--- src/hw/rtl/slcd_pkg.sv ---
// types, constants and helper functions for the sync/length/checksum deframer
package slcd_pkg;

   localparam int MaxPayload = 512;
   localparam int LenW       = $clog2(MaxPayload);
   localparam int SyncLen    = 8;
   localparam int SyncIdxW   = $clog2(SyncLen);
   localparam int QueueDepth = 4;
   localparam int QueuePtrW  = $clog2(QueueDepth);
   localparam int QueueCntW  = QueuePtrW + 1;
   localparam int RspDataW   = 32;

   typedef enum logic [3:0] {
      PH_HUNT    = 4'd0,
      PH_LEN0    = 4'd1,
      PH_LEN1    = 4'd2,
      PH_CK0     = 4'd3,
      PH_CK1     = 4'd4,
      PH_CK2     = 4'd5,
      PH_CK3     = 4'd6,
      PH_ID0     = 4'd7,
      PH_ID1     = 4'd8,
      PH_ID2     = 4'd9,
      PH_PAYLOAD = 4'd10
   } phase_type;

   typedef enum logic {
      KIND_PAYLOAD = 1'b0,
      KIND_REPORT  = 1'b1
   } result_kind_type;

   typedef enum logic [1:0] {
      MSG_LWP   = 2'd0,
      MSG_STA   = 2'd1,
      MSG_OTHER = 2'd2
   } msg_kind_type;

   typedef struct packed {
      result_kind_type    kind;
      logic [7:0]         payload_byte;
      logic [LenW-1:0]    payload_index;
      logic               frame_good;
      msg_kind_type       message_kind;
      logic [LenW-1:0]    frame_length;
      logic               last_of_run;
   } result_type;

   // eight-character sync string, one character per match position
   function automatic logic [7:0] sync_char(input logic [SyncIdxW-1:0] idx);
      logic [7:0] c;
      unique case (idx)
         3'd0:    c = 8'h50;
         3'd1:    c = 8'h43;
         3'd2:    c = 8'h55;
         3'd3:    c = 8'h49;
         3'd4:    c = 8'h5F;
         3'd5:    c = 8'h4D;
         3'd6:    c = 8'h53;
         default: c = 8'h47;
      endcase
      return c;
   endfunction

   function automatic msg_kind_type id_class(input logic [7:0] id0, input logic [7:0] id1,
                                             input logic [7:0] id2);
      msg_kind_type k;
      if (id0 == 8'h4C && id1 == 8'h57 && id2 == 8'h50) begin
         k = MSG_LWP;
      end else if (id0 == 8'h53 && id1 == 8'h54 && id2 == 8'h41) begin
         k = MSG_STA;
      end else begin
         k = MSG_OTHER;
      end
      return k;
   endfunction

endpackage

--- src/hw/rtl/sync_length_checksum_deframer_top.sv ---
// sync-string hunter and length/checksum frame parser with a small result queue
//
//   port group  dir  contents
//   req_*       in   one received byte per transfer
//   rsp_*       out  payload byte or end-of-frame report per transfer
//
// one byte is taken per cycle while req_tready is high; its state update happens at the
// transfer edge and its results enter a four-entry queue; the first result is offered
// in the next cycle. the last payload byte gives two results, drained in turn from the queue.
// req_tready is low while the queue holds more than two results (only under rsp stalls).
// synchronous reset returns the parser to the sync hunt and empties the queue.
module sync_length_checksum_deframer_top (
   input  logic                         clock,
   input  logic                         reset,
   input  logic                         req_tvalid,
   output logic                         req_tready,
   input  logic [7:0]                   req_tdata,   // [7:0] rx_byte
   output logic                         rsp_tvalid,
   input  logic                         rsp_tready,
   // [7:0] payload_byte, [16:8] payload_index, [17] frame_good,
   // [19:18] message_kind, [28:20] frame_length, [31:29] zero
   output logic [slcd_pkg::RspDataW-1:0] rsp_tdata,
   output logic                         rsp_tuser,   // [0] result_kind
   output logic                         rsp_tlast    // [0] last_of_run
);

   localparam int LenW = slcd_pkg::LenW;

   slcd_pkg::phase_type              phase_ff, phase_in;
   logic [slcd_pkg::SyncIdxW-1:0]    sync_cnt_ff, sync_cnt_in;
   logic [LenW-1:0]                  len_ff, len_in;
   logic [31:0]                      chk_ff, chk_in;
   logic [31:0]                      sum_ff, sum_in;
   logic [7:0]                       id0_ff, id0_in;
   logic [7:0]                       id1_ff, id1_in;
   logic [7:0]                       id2_ff, id2_in;
   logic [LenW-1:0]                  count_ff, count_in;

   slcd_pkg::result_type             queue_ff [slcd_pkg::QueueDepth];
   logic [slcd_pkg::QueuePtrW-1:0]   wr_ptr_ff, rd_ptr_ff;
   logic [slcd_pkg::QueueCntW-1:0]   q_cnt_ff, q_cnt_in;

   logic                             req_xfer, rsp_xfer;
   logic [7:0]                       b;
   logic [15:0]                      len_full;
   logic                             has_byte, frame_end;
   logic [LenW-1:0]                  count_step;
   logic [31:0]                      sum_step;
   slcd_pkg::result_type             pay_res, rep_res, res0, res1;
   logic                             push0, push1;
   logic [1:0]                       n_push;
   slcd_pkg::result_type             head;

   assign req_xfer = req_tvalid && req_tready;
   assign rsp_xfer = rsp_tvalid && rsp_tready;
   assign b        = req_tdata;
   assign len_full = {b, len_ff[7:0]};

   // payload phase arithmetic
   assign has_byte   = (count_ff < len_ff);
   assign count_step = count_ff + LenW'(has_byte);
   assign sum_step   = has_byte ? (sum_ff + {24'd0, b}) : sum_ff;
   assign frame_end  = (count_step == len_ff);

   always_comb begin
      pay_res               = '0;
      pay_res.kind          = slcd_pkg::KIND_PAYLOAD;
      pay_res.payload_byte  = b;
      pay_res.payload_index = count_ff;
      pay_res.message_kind  = slcd_pkg::MSG_LWP;
      pay_res.frame_length  = len_ff;
      pay_res.last_of_run   = !frame_end;

      rep_res               = '0;
      rep_res.kind          = slcd_pkg::KIND_REPORT;
      rep_res.frame_good    = (sum_step == chk_ff);
      rep_res.message_kind  = slcd_pkg::id_class(id0_ff, id1_ff, id2_ff);
      rep_res.frame_length  = len_ff;
      rep_res.last_of_run   = 1'b1;
   end

   always_comb begin
      phase_in    = phase_ff;
      sync_cnt_in = sync_cnt_ff;
      len_in      = len_ff;
      chk_in      = chk_ff;
      sum_in      = sum_ff;
      id0_in      = id0_ff;
      id1_in      = id1_ff;
      id2_in      = id2_ff;
      count_in    = count_ff;
      push0       = 1'b0;
      push1       = 1'b0;
      res0        = rep_res;
      res1        = rep_res;
      if (req_xfer) begin
         unique case (phase_ff)
            slcd_pkg::PH_HUNT: begin
               // a mismatching byte is not retried as a start character
               if (b == slcd_pkg::sync_char(sync_cnt_ff)) begin
                  sync_cnt_in = sync_cnt_ff + slcd_pkg::SyncIdxW'(1);
                  if (sync_cnt_ff == slcd_pkg::SyncIdxW'(slcd_pkg::SyncLen - 1)) begin
                     phase_in = slcd_pkg::PH_LEN0;
                  end
               end else begin
                  sync_cnt_in = '0;
               end
            end
            slcd_pkg::PH_LEN0: begin
               len_in   = LenW'(b);
               phase_in = slcd_pkg::PH_LEN1;
            end
            slcd_pkg::PH_LEN1: begin
               len_in   = len_full[LenW-1:0];
               phase_in = (len_full < 16'(slcd_pkg::MaxPayload)) ? slcd_pkg::PH_CK0
                                                                   : slcd_pkg::PH_HUNT;
            end
            slcd_pkg::PH_CK0: begin
               chk_in   = {24'd0, b};
               phase_in = slcd_pkg::PH_CK1;
            end
            slcd_pkg::PH_CK1: begin
               chk_in   = {chk_ff[31:16], b, chk_ff[7:0]};
               phase_in = slcd_pkg::PH_CK2;
            end
            slcd_pkg::PH_CK2: begin
               chk_in   = {chk_ff[31:24], b, chk_ff[15:0]};
               phase_in = slcd_pkg::PH_CK3;
            end
            slcd_pkg::PH_CK3: begin
               chk_in   = {b, chk_ff[23:0]};
               phase_in = slcd_pkg::PH_ID0;
            end
            slcd_pkg::PH_ID0: begin
               id0_in   = b;
               phase_in = slcd_pkg::PH_ID1;
            end
            slcd_pkg::PH_ID1: begin
               id1_in   = b;
               phase_in = slcd_pkg::PH_ID2;
            end
            slcd_pkg::PH_ID2: begin
               id2_in   = b;
               sum_in   = '0;
               count_in = '0;
               phase_in = slcd_pkg::PH_PAYLOAD;
            end
            slcd_pkg::PH_PAYLOAD: begin
               sum_in   = sum_step;
               count_in = count_step;
               // zero length: this byte is dropped and only the report goes out
               if (has_byte) begin
                  push0 = 1'b1;
                  res0  = pay_res;
                  push1 = frame_end;
               end else begin
                  push0 = frame_end;
               end
               if (frame_end) begin
                  phase_in = slcd_pkg::PH_HUNT;
               end
            end
            default: begin
               phase_in = slcd_pkg::PH_HUNT;
            end
         endcase
      end
   end

   assign n_push   = {1'b0, push0} + {1'b0, push1};
   assign q_cnt_in = q_cnt_ff + slcd_pkg::QueueCntW'(n_push)
                     - slcd_pkg::QueueCntW'(rsp_xfer);

   always_ff @(posedge clock) begin
      if (reset) begin
         phase_ff    <= slcd_pkg::PH_HUNT;
         sync_cnt_ff <= '0;
         len_ff      <= '0;
         chk_ff      <= '0;
         sum_ff      <= '0;
         id0_ff      <= '0;
         id1_ff      <= '0;
         id2_ff      <= '0;
         count_ff    <= '0;
         wr_ptr_ff   <= '0;
         rd_ptr_ff   <= '0;
         q_cnt_ff    <= '0;
      end else begin
         phase_ff    <= phase_in;
         sync_cnt_ff <= sync_cnt_in;
         len_ff      <= len_in;
         chk_ff      <= chk_in;
         sum_ff      <= sum_in;
         id0_ff      <= id0_in;
         id1_ff      <= id1_in;
         id2_ff      <= id2_in;
         count_ff    <= count_in;
         wr_ptr_ff   <= wr_ptr_ff + slcd_pkg::QueuePtrW'(n_push);
         rd_ptr_ff   <= rd_ptr_ff + slcd_pkg::QueuePtrW'(rsp_xfer);
         q_cnt_ff    <= q_cnt_in;
      end
   end

   // result queue storage, no reset needed
   always_ff @(posedge clock) begin
      if (push0) begin
         queue_ff[wr_ptr_ff] <= res0;
      end
      if (push1) begin
         queue_ff[wr_ptr_ff + slcd_pkg::QueuePtrW'(1)] <= res1;
      end
   end

   assign req_tready = (q_cnt_ff <= slcd_pkg::QueueCntW'(slcd_pkg::QueueDepth - 2));
   assign rsp_tvalid = (q_cnt_ff != '0);
   assign head       = queue_ff[rd_ptr_ff];
   assign rsp_tuser  = head.kind;
   assign rsp_tlast  = head.last_of_run;
   assign rsp_tdata  = {3'd0, head.frame_length, head.message_kind, head.frame_good,
                        head.payload_index, head.payload_byte};

endmodule

--- config.mk ---
export PLATFORM = sky130hd
export DESIGN_NAME = sync_length_checksum_deframer_top
export DESIGN_NICKNAME = d
export VERILOG_FILES = /design/src/hw/rtl/slcd_pkg.sv /design/src/hw/rtl/sync_length_checksum_deframer_top.sv
export SDC_FILE = /design/constraint.sdc
export NUM_CORES = 1
export LEC_CHECK = 0
export BUFFER_PORTS_ARGS = -buffer_cell sky130_fd_sc_hd__buf_4
export CAP_MARGIN = 10
export CORE_ASPECT_RATIO = 1.5
export CORE_MARGIN = 3
export CORE_UTILIZATION = 56
export DETAILED_ROUTE_END_ITERATION = 7
export PLACE_DENSITY = 0.76
export SLEW_MARGIN = 15
export SYNTH_ARGS = -nofsm -noshare
export SYNTH_HDL_FRONTEND = slang
export SYNTH_SLANG_ARGS = --single-unit
--- constraint.sdc ---
create_clock -name clock -period 5.27 [get_ports clock]
set_input_delay 1.054 -clock clock [delete_from_list [all_inputs] [get_ports clock]]
set_output_delay 1.054 -clock clock [all_outputs]
set_load 0.1 [all_outputs]
==> results.md <==
- Largest net degree at the start of global routing: 84
- Area Overhead vs Synth: 12.6%
- Fin. max-slew vios: 0
- Max Cap Viol: 0
- Routability cong.: 0.971
- Worst Setup End Kind: flop
- Starting density of the core: 57.6%
- Largest area contributor in the netlist: dfxtp_1
- HPWL Detailed: 22400 µm
- DP Cell Count: approximately 1600
- Input/output buffers: 44
- Vias in the first global route: 9967
- Critical-path top delay cell: fa_1
- Via density: around 6.4
- Die Y: 187 µm
- Top post-synthesis cells by area: dfxtp_1 32%, edfxtp_1 12%, mux4_2 5.7%
- Ant diodes: 0
- 1st-iter DRT viols: 936
- Actual slew at the worst max-slew pin: around 1 ns
- Layout cell share with drive strength beyond 1: about 14%
- DR vias: 10261
- CTS tree: done
- Mapped Cells: about 1300
- Clock-pin slew on the worst setup and hold paths: approximately 0.070 ns
- Cts bufs inserted: 25
- Grt total ovfl: 0
- Fmax: 202 MHz
- # setup viols final: 0
- Row Count: 65
- Post-synth ARST share: 0%
- Seq/Total Area, Yosys: 43.9%
- CP arrival: 5.32 ns
- First-pass DRT Iterations: 5
- Tot Pwr: around 0.0048 W
- Die Area: 23700 µm²
- Number of remaining DRC errors: 0
- Clk Latency, worst-skew pair: 0.53 ns
- Clk root buf: clkbuf_16
- Crit-path max FO: 7
- Slew headroom: 31.4%
- Synthesis-stage register bit count: 244
- Max stage delay on crit path: ~0.40 ns
- Synth top area share: approximately 32%
- WL/cell: just over 20 µm
- Crit-path most repeated cell: ha_1
- CTS Hold Bufs: 0
- Min-Delay Path Class: flop to flop
- Type of the worst setup path: flop to flop
- Clock sink count: 244
- Total GRT Usage: 27.1%
- Cell area after synthesis: ~12000 µm²
- Antenna viol nets, final: 0
- Final period util: approximately 94%
- # IOs: 48
- Fin Setup TNS: 0 ns
- Post-synth EDFFs: 48
- Pwr Density: about 350 nW/µm²
- Post-layout instance area: roughly 14000 µm²
- YS warnings: 0
- Lkg Pwr: 5.02 nW
- Avg Inst Size Synth: around 9.4 µm²
- Area post-placement: about 13000 µm²
- Layout Nets: 1357
- Synth unique cells: 72
- Final WL: between 30000 and 40000 µm
- CORE AREA: roughly 21000 µm²
- Peak supply drop: approximately 270 µV
- Layout Cells excl Fill: 1601
- Clock Skew: 0.0108 ns
- Max clock buf depth: 3
- Status: complete, no violations
- Die Span X: roughly 130 µm
- Initial antenna violation count: 0
- Final-report hold violation count: 0
- Top_reg_cell synth: dfxtp_1
- Critical path data required time: 5.65 ns
- First-pass GRT wire length: around 53000 µm
- CP startpoint kind: flop
- Tmin final: 4.94 ns
- H-tree Lvls: 1
==> sequential cells by signal, summed over array words and instances, names as in the netlist, 4 cells and up <==
register and cells:
id0_ff 8, id2_ff 8, queue_ff 124, phase_ff 4
count_ff 9, id1_ff 8, len_ff 9, sum_ff 32
chk_ff 32
==> stage by stage <==
| stage | hold WS [ns] | setup WS, ns | util [%] |
|---|---|---|---|
| 6_report | 0.455 | 0.330 | 64.8 |
| 5_1_grt | 0.476 | -0.000547 | 64.8 |
| 4_1_cts | 0.456 | 0.0766 | 64.4 |
| 3_5_place_dp | 0.447 | 0.0253 | 60.2 |
| 3_3_place_gp | 0.440 | 0.225 | 60.2 |
| 2_1_floorplan | 0.431 | 0.0806 | - |
==> logic make-up (layout without fill, tap and decap cells) <==
logic type / after synthesis / in the layout / share of synthesized area (%)
xor gates and xnor gates: 71 / 71 / 5.20
and+or+nand+nor: 459 / 459 / 18.6
DFF: 244 / 244 / 43.9
muxes: 54 / 54 / 7.60
buffers and inverters: 128 / 162 / 4.24
AOI/OAI and AO/OA: 309 / 309 / 17.1
adders and majority gates: 31 / 31 / 3.30
other: 1 / 3 / 0.0307
==> worst max-delay path: cells and delay by family (launching register included) <==
| family | cells | cell delay (ns) |
|---|---|---|
| simple gates | 6 | 1.00 |
| fa+ha+maj | 6 | 1.57 |
| xor+xnor | 2 | 0.35 |
| flops | 1 | 0.34 |
| buf+inv | 7 | 0.68 |
| compound gates | 4 | 0.82 |
==> metal layers <==
layer	part of all wire (%)	global-route usage, %
met5	0	0
met2	52	49.6
met3	6.7	2.89
met4	3.9	10.6
met1	37	32.3
==> synth_stat cells (11+ instances only) <==
cell type  number
inv_1          30
mux4_2         31
nor2_1        127
clkbuf_1       66
nor3_1         27
o21ai_0        45
a31oi_1        11
nand3_1        74
a22o_1         64
buf_2          15
and2_1         14
nor4_1         14
edfxtp_1       48
and3_1         14
xor2_1         26
nand4_1        17
nand2_1       101
mux2i_1        23
ha_1           29
xnor2_1        44
a21oi_1       103
dfxtp_1       196
==> where the power goes <==
part           internal, W  leakage (nW)  switching [W]
Clock              0.00113         0.424       0.000746
Sequential         0.00192          1.97       0.000103
Combinational     0.000293          2.62       0.000559
==> area by class of cell <==
class	instances	area [µm²]
fill	1711	7470
multi-input combinational	927	6440
sequential	244	5370
clock buffer	31	689
timing repair buffer	80	601
tap	268	335
clock inverter	15	188
inverter	36	138
==> path summary, 6_finish.rpt <==
check	slack, ns	endpoint	start	cells past startpoint
max	0.33	q_cnt_ff[2]	len_ff[8]	25
min	0.46	id1_ff[2]	id1_ff[2]	2
max reg2reg	0.33	q_cnt_ff[2]	len_ff[8]	25
min reg2reg	0.46	id1_ff[2]	id1_ff[2]	2
==> placed cells by master (no fill, tap or decap), types with 11 or more instances in the layout <==
master,instances
a21oi_1,101
a22o_1,64
a31oi_1,11
and2_1,14
and3_1,14
buf_4,80
clkbuf_16,26
dfxtp_1,193
edfxtp_1,48
ha_1,28
inv_1,30
mux2i_1,23
mux4_2,31
nand2_1,101
nand3_1,73
nand4_1,17
nor2_1,126
nor3_1,25
nor4_1,14
o21ai_0,45
xnor2_1,43
xor2_1,26
==> what timing repair did <==
item,in CTS,in global routing
setup buffers,0,3
pin swaps,0,3
endpoints found under the hold margin,0,0
gates resized for setup,1,12
setup endpoints to repair,1,2
gates cloned,0,0
Power figures use the tool's default switching activity.
